### src/rtl/lsb_first_bit_packer_core_assert.svh
// ----------------------------------------------------------------------------
// lsb_first_bit_packer_core_assert.svh
// Assertion macros for the bit packer core.
// ----------------------------------------------------------------------------
`ifndef LSB_FIRST_BIT_PACKER_CORE_ASSERT_SVH
`define LSB_FIRST_BIT_PACKER_CORE_ASSERT_SVH

`ifndef SYNTH
// same-cycle implication
`define LBP_ASSERT_SAME(label, clk, rst_n, a, b) \
    label: assert property (@(posedge clk) disable iff (!rst_n) (a) |-> (b)) \
        else $error("bit packer assertion failed");
// next-cycle implication
`define LBP_ASSERT_NEXT(label, clk, rst_n, a, b) \
    label: assert property (@(posedge clk) disable iff (!rst_n) (a) |=> (b)) \
        else $error("bit packer assertion failed");
`else
`define LBP_ASSERT_SAME(label, clk, rst_n, a, b)
`define LBP_ASSERT_NEXT(label, clk, rst_n, a, b)
`endif

`endif

### src/rtl/lsbp_pkg.sv
// ----------------------------------------------------------------------------
// lsbp_pkg
// Types and constants shared by the bit packer modules.
// ----------------------------------------------------------------------------
`timescale 1ns / 1ps

package lsbp_pkg;

    localparam int BUF_BYTES = 256;
    localparam int ADDR_W    = $clog2(BUF_BYTES);
    localparam int MAX_BITS  = 32;

    localparam logic [2:0] FN_CLEAR   = 3'd0;
    localparam logic [2:0] FN_ADD_U   = 3'd1;
    localparam logic [2:0] FN_ADD_S   = 3'd2;
    localparam logic [2:0] FN_GET_U   = 3'd3;
    localparam logic [2:0] FN_GET_S   = 3'd4;
    localparam logic [2:0] FN_SET_POS = 3'd5;

    localparam logic [1:0] STAT_OK      = 2'd0;
    localparam logic [1:0] STAT_RANGE   = 2'd1;
    localparam logic [1:0] STAT_OVERRUN = 2'd2;

    typedef enum logic [1:0] {
        S_IDLE,
        S_RUN,
        S_FINISH
    } ctrl_state_t;

    typedef struct packed {
        logic       load;
        logic       rd_en;
        logic [2:0] rd_idx;
        logic       proc_en;
        logic [2:0] proc_idx;
        logic       finish;
    } ctrl_cmd_t;

    typedef struct packed {
        logic [2:0] n_bytes;
        logic       out_busy;
    } dp_status_t;

endpackage

### src/rtl/lsbp_ram.sv
// ----------------------------------------------------------------------------
// lsbp_ram
// Simple dual-port RAM, one write port and one registered read port.
// ----------------------------------------------------------------------------
`timescale 1ns / 1ps

module lsbp_ram #(
    parameter int WIDTH = 8,
    parameter int DEPTH = 256
) (
    input  logic                     clk,
    input  logic                     we,
    input  logic [$clog2(DEPTH)-1:0] waddr,
    input  logic [WIDTH-1:0]         wdata,
    input  logic                     re,
    input  logic [$clog2(DEPTH)-1:0] raddr,
    output logic [WIDTH-1:0]         rdata
);

    logic [WIDTH-1:0] mem [DEPTH];

    always_ff @(posedge clk)
    begin
        if (we)
        begin
            mem[waddr] <= wdata;
        end
        if (re)
        begin
            rdata <= mem[raddr];
        end
    end

endmodule

### src/rtl/lsbp_dp.sv
// ----------------------------------------------------------------------------
// lsbp_dp
// Datapath: item registers, bit position, byte store with valid bits,
// byte merge and extract window, result registers.
// ----------------------------------------------------------------------------
`timescale 1ns / 1ps

module lsbp_dp (
    input  logic                   clk,
    input  logic                   rst_n,
    input  lsbp_pkg::ctrl_cmd_t    cmd,
    output lsbp_pkg::dp_status_t   dp_stat,
    input  logic [2:0]             func,
    input  logic [31:0]            value,
    input  logic [5:0]             bit_count,
    input  logic [11:0]            new_position,
    output logic                   out_valid,
    input  logic                   out_stall,
    output logic [31:0]            read_value,
    output logic [1:0]             status,
    output logic [11:0]            position_after,
    input  logic                   cfg_valid,
    output logic                   cfg_ready,
    input  logic [8:0]             cfg_data
);

    import lsbp_pkg::*;

    logic [2:0]           func_reg;
    logic [31:0]          val_reg;
    logic [5:0]           n_reg;
    logic [11:0]          newpos_reg;
    logic [11:0]          pos_reg;
    logic [11:0]          pos_next;
    logic [8:0]           bb_reg;
    logic [BUF_BYTES-1:0] vld_reg;
    logic [39:0]          rwin_reg;
    logic                 over_reg;
    logic                 rd_ok_reg;
    logic                 out_valid_reg;
    logic [31:0]          rv_reg;
    logic [1:0]           st_reg;
    logic [11:0]          pa_reg;

    logic [2:0]           s;
    logic [32:0]          lm33;
    logic [31:0]          lm;
    logic [31:0]          lm1;
    logic [39:0]          wwin;
    logic [39:0]          mwin;
    logic                 is_add;
    logic                 is_get;
    logic                 is_access;
    logic [6:0]           span;
    logic [8:0]           bb_eff;
    logic [8:0]           rd_addr9;
    logic [8:0]           pr_addr9;
    logic                 rd_inr;
    logic                 pr_inr;
    logic [5:0]           pr_off;
    logic [7:0]           ram_q;
    logic [7:0]           old_byte;
    logic [7:0]           wbyte;
    logic [7:0]           mbyte;
    logic                 ram_we;
    logic [31:0]          hi_mask;
    logic [31:0]          hi_bits;
    logic                 rng_flag;
    logic [39:0]          rsh;
    logic [31:0]          ext;
    logic                 sgn;
    logic [31:0]          rv;
    logic [1:0]           st_val;

    assign s    = pos_reg[2:0];
    assign lm33 = (33'd1 << n_reg) - 33'd1;
    assign lm   = lm33[31:0];
    assign lm1  = lm33[32:1];

    assign is_add    = (func_reg == FN_ADD_U) || (func_reg == FN_ADD_S);
    assign is_get    = (func_reg == FN_GET_U) || (func_reg == FN_GET_S);
    assign is_access = (is_add || is_get) && (n_reg != 6'd0);

    // window of bits aligned to the first byte touched
    assign wwin = {8'h00, val_reg & lm} << s;
    assign mwin = {8'h00, lm} << s;

    assign span             = {4'd0, s} + {1'b0, n_reg} + 7'd7;
    assign dp_stat.n_bytes  = is_access ? span[5:3] : 3'd0;
    assign dp_stat.out_busy = out_valid_reg && out_stall;

    assign bb_eff   = (bb_reg > 9'(BUF_BYTES)) ? 9'(BUF_BYTES) : bb_reg;
    assign rd_addr9 = pos_reg[11:3] + {6'd0, cmd.rd_idx};
    assign pr_addr9 = pos_reg[11:3] + {6'd0, cmd.proc_idx};
    assign rd_inr   = rd_addr9 < bb_eff;
    assign pr_inr   = pr_addr9 < bb_eff;
    assign pr_off   = {cmd.proc_idx, 3'b000};

    // never-written or out-of-range bytes read as zero
    assign old_byte = rd_ok_reg ? ram_q : 8'h00;
    assign wbyte    = wwin[pr_off +: 8];
    assign mbyte    = mwin[pr_off +: 8];
    assign ram_we   = cmd.proc_en && pr_inr && is_add;

    lsbp_ram #(
        .WIDTH(8),
        .DEPTH(BUF_BYTES)
    ) u_store (
        .clk  (clk),
        .we   (ram_we),
        .waddr(pr_addr9[ADDR_W-1:0]),
        .wdata(old_byte | (wbyte & mbyte)),
        .re   (cmd.rd_en),
        .raddr(rd_addr9[ADDR_W-1:0]),
        .rdata(ram_q)
    );

    // signed add fits when bits n-1 and up are all equal
    assign hi_mask = ~lm1;
    assign hi_bits = val_reg & hi_mask;

    always_comb
    begin
        rng_flag = 1'b0;
        if (func_reg == FN_ADD_U)
        begin
            rng_flag = (val_reg & ~lm) != 32'd0;
        end
        else if (func_reg == FN_ADD_S)
        begin
            rng_flag = !((hi_bits == 32'd0) || (hi_bits == hi_mask));
        end
    end

    assign rsh = rwin_reg >> s;
    assign ext = rsh[31:0] & lm;
    assign sgn = |(ext & hi_mask);
    assign rv  = ((func_reg == FN_GET_S) && sgn) ? (ext | ~lm) : ext;

    always_comb
    begin
        st_val = STAT_OK;
        if (is_access && over_reg)
        begin
            st_val = STAT_OVERRUN;
        end
        else if (is_access && rng_flag)
        begin
            st_val = STAT_RANGE;
        end
    end

    always_comb
    begin
        case (func_reg) inside
            FN_CLEAR:                               pos_next = 12'd0;
            FN_SET_POS:                             pos_next = newpos_reg;
            FN_ADD_U, FN_ADD_S, FN_GET_U, FN_GET_S: pos_next = pos_reg + {6'd0, n_reg};
            default:                                pos_next = pos_reg;
        endcase
    end

    always_ff @(posedge clk or negedge rst_n)
    begin
        if (!rst_n)
        begin
            pos_reg       <= 12'd0;
            bb_reg        <= 9'(BUF_BYTES);
            vld_reg       <= '0;
            out_valid_reg <= 1'b0;
        end
        else
        begin
            if (cfg_valid)
            begin
                bb_reg <= cfg_data;
            end
            if (ram_we)
            begin
                vld_reg[pr_addr9[ADDR_W-1:0]] <= 1'b1;
            end
            if (cmd.finish)
            begin
                pos_reg       <= pos_next;
                out_valid_reg <= 1'b1;
                if (func_reg == FN_CLEAR)
                begin
                    vld_reg <= '0;
                end
            end
            else if (out_valid_reg && !out_stall)
            begin
                out_valid_reg <= 1'b0;
            end
        end
    end

    always_ff @(posedge clk)
    begin
        if (cmd.load)
        begin
            func_reg   <= func;
            val_reg    <= value;
            n_reg      <= (bit_count > 6'(MAX_BITS)) ? 6'(MAX_BITS) : bit_count;
            newpos_reg <= new_position;
            rwin_reg   <= '0;
            over_reg   <= 1'b0;
        end
        if (cmd.rd_en)
        begin
            rd_ok_reg <= rd_inr && vld_reg[rd_addr9[ADDR_W-1:0]];
        end
        if (cmd.proc_en)
        begin
            if (!pr_inr)
            begin
                over_reg <= 1'b1;
            end
            if (is_get)
            begin
                rwin_reg[pr_off +: 8] <= old_byte;
            end
        end
        if (cmd.finish)
        begin
            rv_reg <= is_get ? rv : 32'd0;
            st_reg <= st_val;
            pa_reg <= pos_next;
        end
    end

    assign cfg_ready      = 1'b1;
    assign out_valid      = out_valid_reg;
    assign read_value     = rv_reg;
    assign status         = st_reg;
    assign position_after = pa_reg;

endmodule

### src/rtl/lsbp_ctrl.sv
// ----------------------------------------------------------------------------
// lsbp_ctrl
// Controller: accepts an item, steps the byte read/merge sequence and
// hands the result to the output register.
// ----------------------------------------------------------------------------
`timescale 1ns / 1ps

module lsbp_ctrl (
    input  logic                  clk,
    input  logic                  rst_n,
    input  logic                  in_valid,
    output logic                  in_stall,
    input  lsbp_pkg::dp_status_t  dp_stat,
    output lsbp_pkg::ctrl_cmd_t   cmd
);

    import lsbp_pkg::*;

    ctrl_state_t state_reg;
    ctrl_state_t state_next;
    logic [2:0]  cnt_reg;
    logic [2:0]  cnt_next;

    always_ff @(posedge clk or negedge rst_n)
    begin
        if (!rst_n)
        begin
            state_reg <= S_IDLE;
            cnt_reg   <= 3'd0;
        end
        else
        begin
            state_reg <= state_next;
            cnt_reg   <= cnt_next;
        end
    end

    always_comb
    begin
        state_next   = state_reg;
        cnt_next     = cnt_reg;
        cmd          = '0;
        cmd.rd_idx   = cnt_reg;
        cmd.proc_idx = cnt_reg - 3'd1;
        in_stall     = 1'b1;
        unique case (state_reg)
            S_IDLE:
            begin
                in_stall = 1'b0;
                if (in_valid)
                begin
                    cmd.load   = 1'b1;
                    cnt_next   = 3'd0;
                    state_next = S_RUN;
                end
            end
            S_RUN:
            begin
                // read byte cnt while merging byte cnt-1
                cmd.rd_en   = cnt_reg < dp_stat.n_bytes;
                cmd.proc_en = cnt_reg != 3'd0;
                if (cnt_reg == dp_stat.n_bytes)
                begin
                    state_next = S_FINISH;
                end
                else
                begin
                    cnt_next = cnt_reg + 3'd1;
                end
            end
            S_FINISH:
            begin
                // hold until the output register frees up
                if (!dp_stat.out_busy)
                begin
                    cmd.finish = 1'b1;
                    state_next = S_IDLE;
                end
            end
            default:
            begin
                state_next = S_IDLE;
            end
        endcase
    end

endmodule

### src/rtl/lsb_first_bit_packer_core.sv
// ----------------------------------------------------------------------------
// lsb_first_bit_packer_core
// LSB-first bit packer and unpacker over a 256-byte store.
//
//   channel | direction | handshake            | payload
//   --------+-----------+----------------------+-------------------------------
//   in      | input     | in_valid / in_stall  | func value bit_count new_position
//   out     | output    | out_valid / out_stall| read_value status position_after
//   cfg     | input     | cfg_valid / cfg_ready| cfg_data (buffer_bytes)
//
// An item's result is registered after the store bytes it touches are handled,
// n_bytes being the store bytes the item touches (0 to 5); no new item is taken
// until the item before it is in the output register. The store's write port
// does one byte read-modify-write per cycle, overlapped with the next read.
// Clear, set position, zero-width and unused codes touch no store bytes; clear drops
// all per-byte valid bits at once, so no clearing pass follows reset.
// A stalled result holds in the output register; the next item is taken
// meanwhile and waits at its last step until the register frees.
// ----------------------------------------------------------------------------
`timescale 1ns / 1ps

`include "lsb_first_bit_packer_core_assert.svh"

module lsb_first_bit_packer_core (
    input  logic        clk,
    input  logic        rst_n,
    input  logic        in_valid,
    output logic        in_stall,
    input  logic [2:0]  func,
    input  logic [31:0] value,
    input  logic [5:0]  bit_count,
    input  logic [11:0] new_position,
    output logic        out_valid,
    input  logic        out_stall,
    output logic [31:0] read_value,
    output logic [1:0]  status,
    output logic [11:0] position_after,
    input  logic        cfg_valid,
    output logic        cfg_ready,
    input  logic [8:0]  cfg_data
);

    import lsbp_pkg::*;

    ctrl_cmd_t  cmd;
    dp_status_t dp_stat;

    lsbp_ctrl u_ctrl (
        .clk     (clk),
        .rst_n   (rst_n),
        .in_valid(in_valid),
        .in_stall(in_stall),
        .dp_stat (dp_stat),
        .cmd     (cmd)
    );

    lsbp_dp u_dp (
        .clk           (clk),
        .rst_n         (rst_n),
        .cmd           (cmd),
        .dp_stat       (dp_stat),
        .func          (func),
        .value         (value),
        .bit_count     (bit_count),
        .new_position  (new_position),
        .out_valid     (out_valid),
        .out_stall     (out_stall),
        .read_value    (read_value),
        .status        (status),
        .position_after(position_after),
        .cfg_valid     (cfg_valid),
        .cfg_ready     (cfg_ready),
        .cfg_data      (cfg_data)
    );

    `LBP_ASSERT_NEXT(a_busy_after_accept, clk, rst_n, in_valid && !in_stall, in_stall)
    `LBP_ASSERT_NEXT(a_finish_shows_result, clk, rst_n, cmd.finish, out_valid)
    `LBP_ASSERT_SAME(a_proc_in_span, clk, rst_n, cmd.proc_en, cmd.proc_idx < dp_stat.n_bytes)

endmodule
### config.mk
export PLATFORM = sky130hd
export DESIGN_NAME = lsb_first_bit_packer_core
export DESIGN_NICKNAME = d
export VERILOG_FILES = /design/src/rtl/lsbp_pkg.sv /design/src/rtl/lsbp_ram.sv /design/src/rtl/lsbp_dp.sv /design/src/rtl/lsbp_ctrl.sv /design/src/rtl/lsb_first_bit_packer_core.sv
export VERILOG_INCLUDE_DIRS = /design/src /design/src/rtl
export SDC_FILE = /design/constraint.sdc
export NUM_CORES = 2
export LEC_CHECK = 0
export ABC_AREA = 1
export BUFFER_PORTS_ARGS = -buffer_cell sky130_fd_sc_hd__buf_4
export CAP_MARGIN = 30
export CORE_MARGIN = 2
export CORE_UTILIZATION = 25
export CTS_CLUSTER_DIAMETER = 200
export DETAILED_ROUTE_END_ITERATION = 16
export GPL_ROUTABILITY_DRIVEN = 1
export SKIP_LAST_GASP = 1
export SYNTH_ARGS = -nofsm -noshare
export SYNTH_HDL_FRONTEND = slang
export SYNTH_HIERARCHICAL = 1
export SYNTH_SLANG_ARGS = --single-unit
### constraint.sdc
create_clock -name clk -period 12.2 [get_ports clk]
set_clock_uncertainty 0.15 [all_clocks]
set_input_delay 3.05 -clock clk [delete_from_list [all_inputs] [get_ports clk]]
set_output_delay 3.05 -clock clk [all_outputs]
set_load 0.02 [all_outputs]
[After elaboration in Yosys (flattened, before gate mapping)]
Memory sizes are Yosys's and may differ from the RTL's. A register that Yosys moved wholly into a read port is not among the register bits.
Index checks and enable logic that the tools add are counted.
W data, S select, Z words.
Operators by class
  add/sub/neg operators: 9
  order comparisons: 8
  eq/ne operators: 13
  shift operators: 8
  mux-type cells: 42
  bitwise logic cells: 11
  reductions and logical operators: 28
Operator list (number)
  $mux W256: 3
  $or A256 B256 Y256: 1
  $and A32 B32 Y32: 5
  $mux W40: 3
  $shiftx A40 B7 Y8: 2
  $shl A32 B3 Y40: 2
  $not A32 Y32: 2
  $bwmux W40: 1
  $shift A8 B8 Y40 const A: 1
  $shiftx A8 B8 Y40: 1
  $shr A40 B3 Y32: 1
  $mux W12: 3
  $shl A1 B6 Y33 const A: 1
  $sub A33 B1 Y33 const B: 1
  $eq A32 B32 Y1: 1
  $logic_not A32 Y1: 1
  $mux W32: 1
  $or A32 B32 Y32: 1
  $reduce_bool A32 Y1: 1
  $reduce_or A32 Y1: 1
  $mux W1: 19
  $add A9 B3 Y9: 2
  $lt A8 B9 Y1 const B: 2
  $lt A9 B9 Y1: 2
  38 further kinds: 61
Storage, ports and cells
  bits in registers: 424
  bits in writable memories: 2048
  output and inout port bits: 49
  word-level logic and storage cells: 136
  memories kept: 1
Memories
  u_dp.u_store.mem: words 256, width 8, rd ports 1, clocked after Yosys merged registers in 1, wr ports 1, RTL line lsbp_ram.sv:20  | logic [WIDTH-1:0] mem [DEPTH];

[Depth between registers and ports, before layout]
  depth after elaboration: 11
  mapped depth: 23

[Cells and area by module]
Netlist, hierarchy kept.
Modules (own cells, without submodules)
  lsbp_ram: instances 1, cells an instance 7003, area each 83476.3 um2
  lsbp_dp: instances 1, cells an instance 3534, area each 25575.8 um2
  lsbp_ctrl: instances 1, cells an instance 49, area each 400.4 um2

[Worst setup path after synthesis]
No wires, ideal clock.
  path type: input to register
  from: in out_stall
  to: reg u_dp.vld_reg[175]
  library setup time: 0.132 ns
  data arrival time: 7.716 ns
  slack: 4.202 ns
  cell stages on the path: 9
  buffers on the path: 3
  cells stage by stage: nand2_1 > inv_1 > nor3_1 > clkbuf_1 > inv_1 > nor2_1 > clkbuf_1 > clkbuf_1 > nor2_1
RTL lines
  from (decl): RTL line lsb_first_bit_packer_core.sv:34  | input logic out_stall,
  to (signal assigned): RTL line lsbp_dp.sv:169  | vld_reg <= '0;
  to (signal, indexed assignment): RTL line lsbp_dp.sv:180  | vld_reg[pr_addr9[ADDR_W-1:0]] <= 1'b1;
  to (signal assigned): RTL line lsbp_dp.sv:188  | vld_reg <= '0;
  to (decl): RTL line lsbp_dp.sv:36  | logic [BUF_BYTES-1:0] vld_reg;

==> summary.md <==
| Metric | Value |
|---|---|
| Dpl hpwl | `191,000 um` |
| Initial antenna violation count | `3` |
| Post-synth EDFFs | `2,156` |
| Sequential fraction of the synthesis area | `0.664` |
| Resized cells post-CTS | `0` |
| Worst-case clock buffer depth | `4` |
| Layout cells sized above 1 | `0.0699` |
| Wire per inst | `19.9 um` |
| FMAX | `138 MHz` |
| Mapped Area | `0.109 mm^2` |
| Nets | `10,487` |
| Die H | `666 um` |
| Via/cell ratio | `4.86` |
| TritonCTS clock tree | `yes` |
| Mean post-synth cell area | `10.3 um^2` |
| RePlAce Congestion | `0.928` |
| CTS Hold Buffers Added | `0` |
| Row cnt | `242` |
| Synth Net Count | `10,698` |
| Reg clk slew, reported paths | `0.06 ns` |
| First DRT Iteration DRCs | `10,418` |
| Post-synthesis async set-or-reset flop share | `0.114` |
| Grt total ovfl | `0` |
| # IOs | `116` |
| Core area | `0.435 mm^2` |
| Total number of vias | `79,174` |
| Crit Path Class | `reg2reg` |
| Final hold violations | `0` |
| Max Fanout on Critical Path | `21` |
| CP arrival | `7.61 ns` |
| Tmin final | `7.26 ns` |
| Post-DRT Antenna Nets | `0` |
| Tcrit/Tclk final | `0.595` |
| H-tree Lvls | `4` |
| Clock Tree Root | `clkbuf_16` |
| RSZ-0062 raised after global routing | `false` |
| CP required | `12.55 ns` |
| Hold Slack | `0.329 ns` |
| Total wire length | `324,000 um` |
| CP endpoint kind | `flip-flop` |
| Skew-Pair Late Insertion Delay | `0.96 ns` |
| Post-CTS setup buffers | `0` |
| Total die area | `0.443 mm^2` |
| Slew Limit Fails | `0` |
| Pre-antenna DRT Iters | `8` |
| TNS Setup | `0 ns` |
| Pin count of the biggest net entering global routing | `225` |
| Status | `complete, no violations` |
| Count of state elements after synthesis | `2,479` |
| Area growth from synthesis to layout | `13.3%` |
| Max-cap viol count | `0` |
| # setup viols final | `0` |
| Post-synthesis cell count | `10,586` |
| Total GRT Usage | `0.140` |
| Inserted Clock Buffers | `247` |
| Fin util | `0.285` |
| Largest register FFs | `2,048` |
| Port Buffer Count | `114` |
| Top FF cell, synth | `edfxtp_1` |
| Count of cell types in the netlist | `57` |
| Vias in the first global route | `73,931` |
| Relative slew slack | `0.281` |
| Post-route DRC | `0` |
| First-pass GRT wire length | `478,000 um` |
| Die Wd | `666 um` |
| Slew @ Worst Pin | `1.08 ns` |
| Hold Path Class | `reg2reg` |
| Clock tree sinks | `2,479` |
| Synth warnings | `6` |
| Starting Density | `0.252` |
| Startpoint types | `flip-flop` |
area by class of cell:
cell class / instances / area [um^2]
fill: 44869 / 311000
clock inverter: 155 / 1720
sequential: 2479 / 72600
timing repair buffer: 256 / 2420
tap: 5734 / 7170
inverter: 406 / 1580
antenna: 1 / 2.50
clock buffer: 290 / 6420
multi-input combinational: 6985 / 32100
cells in the final DEF (no fill, tap or decap), drive strengths merged, types with 13 or more instances in the layout:
cell type / n
nand2: 2885
ha: 42
o21ai: 241
xor2: 18
clkbuf: 290
nor2: 686
o22ai: 14
clkinvlp: 13
edfxtp: 2156
nor4: 18
nand3: 2498
nor3: 22
bufinv: 34
a31oi: 137
nand4: 34
clkinv: 108
buf: 256
o211ai: 82
dfrtp: 282
a21oi: 267
dfxtp: 40
inv: 406
per-stage QoR:
step	worst slack (ns)	instance area [um^2]	cells
floorplan	4.20	109000	10586
global placement	4.82	115000	15829
detailed placement	4.95	116000	15853
CTS	4.97	124000	16298
global route	4.38	124000	16306
finish	4.94	124000	16306
routing by layer:
layer / global-route usage / vias up / wire length (um)
li1: - / 36483 / -
met2: 0.214 / 3716 / 142000
met3: 0.0289 / 525 / 32000
met4: 0.0389 / 0 / 8990
met1: 0.199 / 38450 / 141000
met5: 0 / - / 0
cell usage after synthesis (all sizes together) (82+ instances only):
cell / count / share of area
inv: 402 / 0.014
o21ai: 241 / 0.011
o211ai: 82 / 0.0056
dfrtp: 282 / 0.064
edfxtp: 2156 / 0.59
buf: 427 / 0.021
a31oi: 137 / 0.0078
nor2: 686 / 0.024
nand3: 2498 / 0.11
nand2: 2885 / 0.099
clkbuf: 289 / 0.0099
a21oi: 267 / 0.012
critical path, stage by stage, from the launching register on:
cell and delay, ns:
dfrtp_1 0.44, inv_1 0.53, ha_1 0.27, xor2_1 0.71, ha_1 0.33, nand2_1 0.11, a21oi_4 0.23, nand2_2 0.12
xor2_4 0.53, inv_2 0.34, ha_1 0.38, nand2_1 0.08, nor4_1 0.05, o21ai_0 0.07, o2111ai_1 0.20, nor2_4 0.63
nand2_2 0.82, nor2_1 0.87
kinds of logic after synthesis:
group | share of synthesized area
flip-flops | 0.664
XOR/XNOR | 0.00237
multiplexers | 0.000549
adder cells (fa/ha/maj) | 0.00535
AND/OR/NAND/NOR | 0.244
buffers and inverters | 0.0452
AO/OA/AOI/OAI | 0.0388
other | 0.0000343
worst paths after layout:
| path | cells past startpoint | from | end | slack, ns |
|---|---|---|---|---|
| max in group asynchronous | 3 | rst_n | u_dp/pos_reg[1] | 7.61 |
| setup / recovery | 17 | u_ctrl/cnt_reg[0] | u_dp/u_store/mem[39][7] | 4.94 |
| setup reg to reg | 17 | u_ctrl/cnt_reg[0] | u_dp/u_store/mem[39][7] | 4.94 |
| hold / removal | 2 | u_dp/rwin_reg[29] | u_dp/rwin_reg[29] | 0.33 |
| hold reg to reg | 2 | u_dp/rwin_reg[29] | u_dp/rwin_reg[29] | 0.33 |
| min in group asynchronous | 1 | rst_n | u_dp/vld_reg[167] | 2.08 |
Power is left out: the tool's default activity adds up to more than one toggle a clock period on the data nets, which glitch-free logic cannot reach.
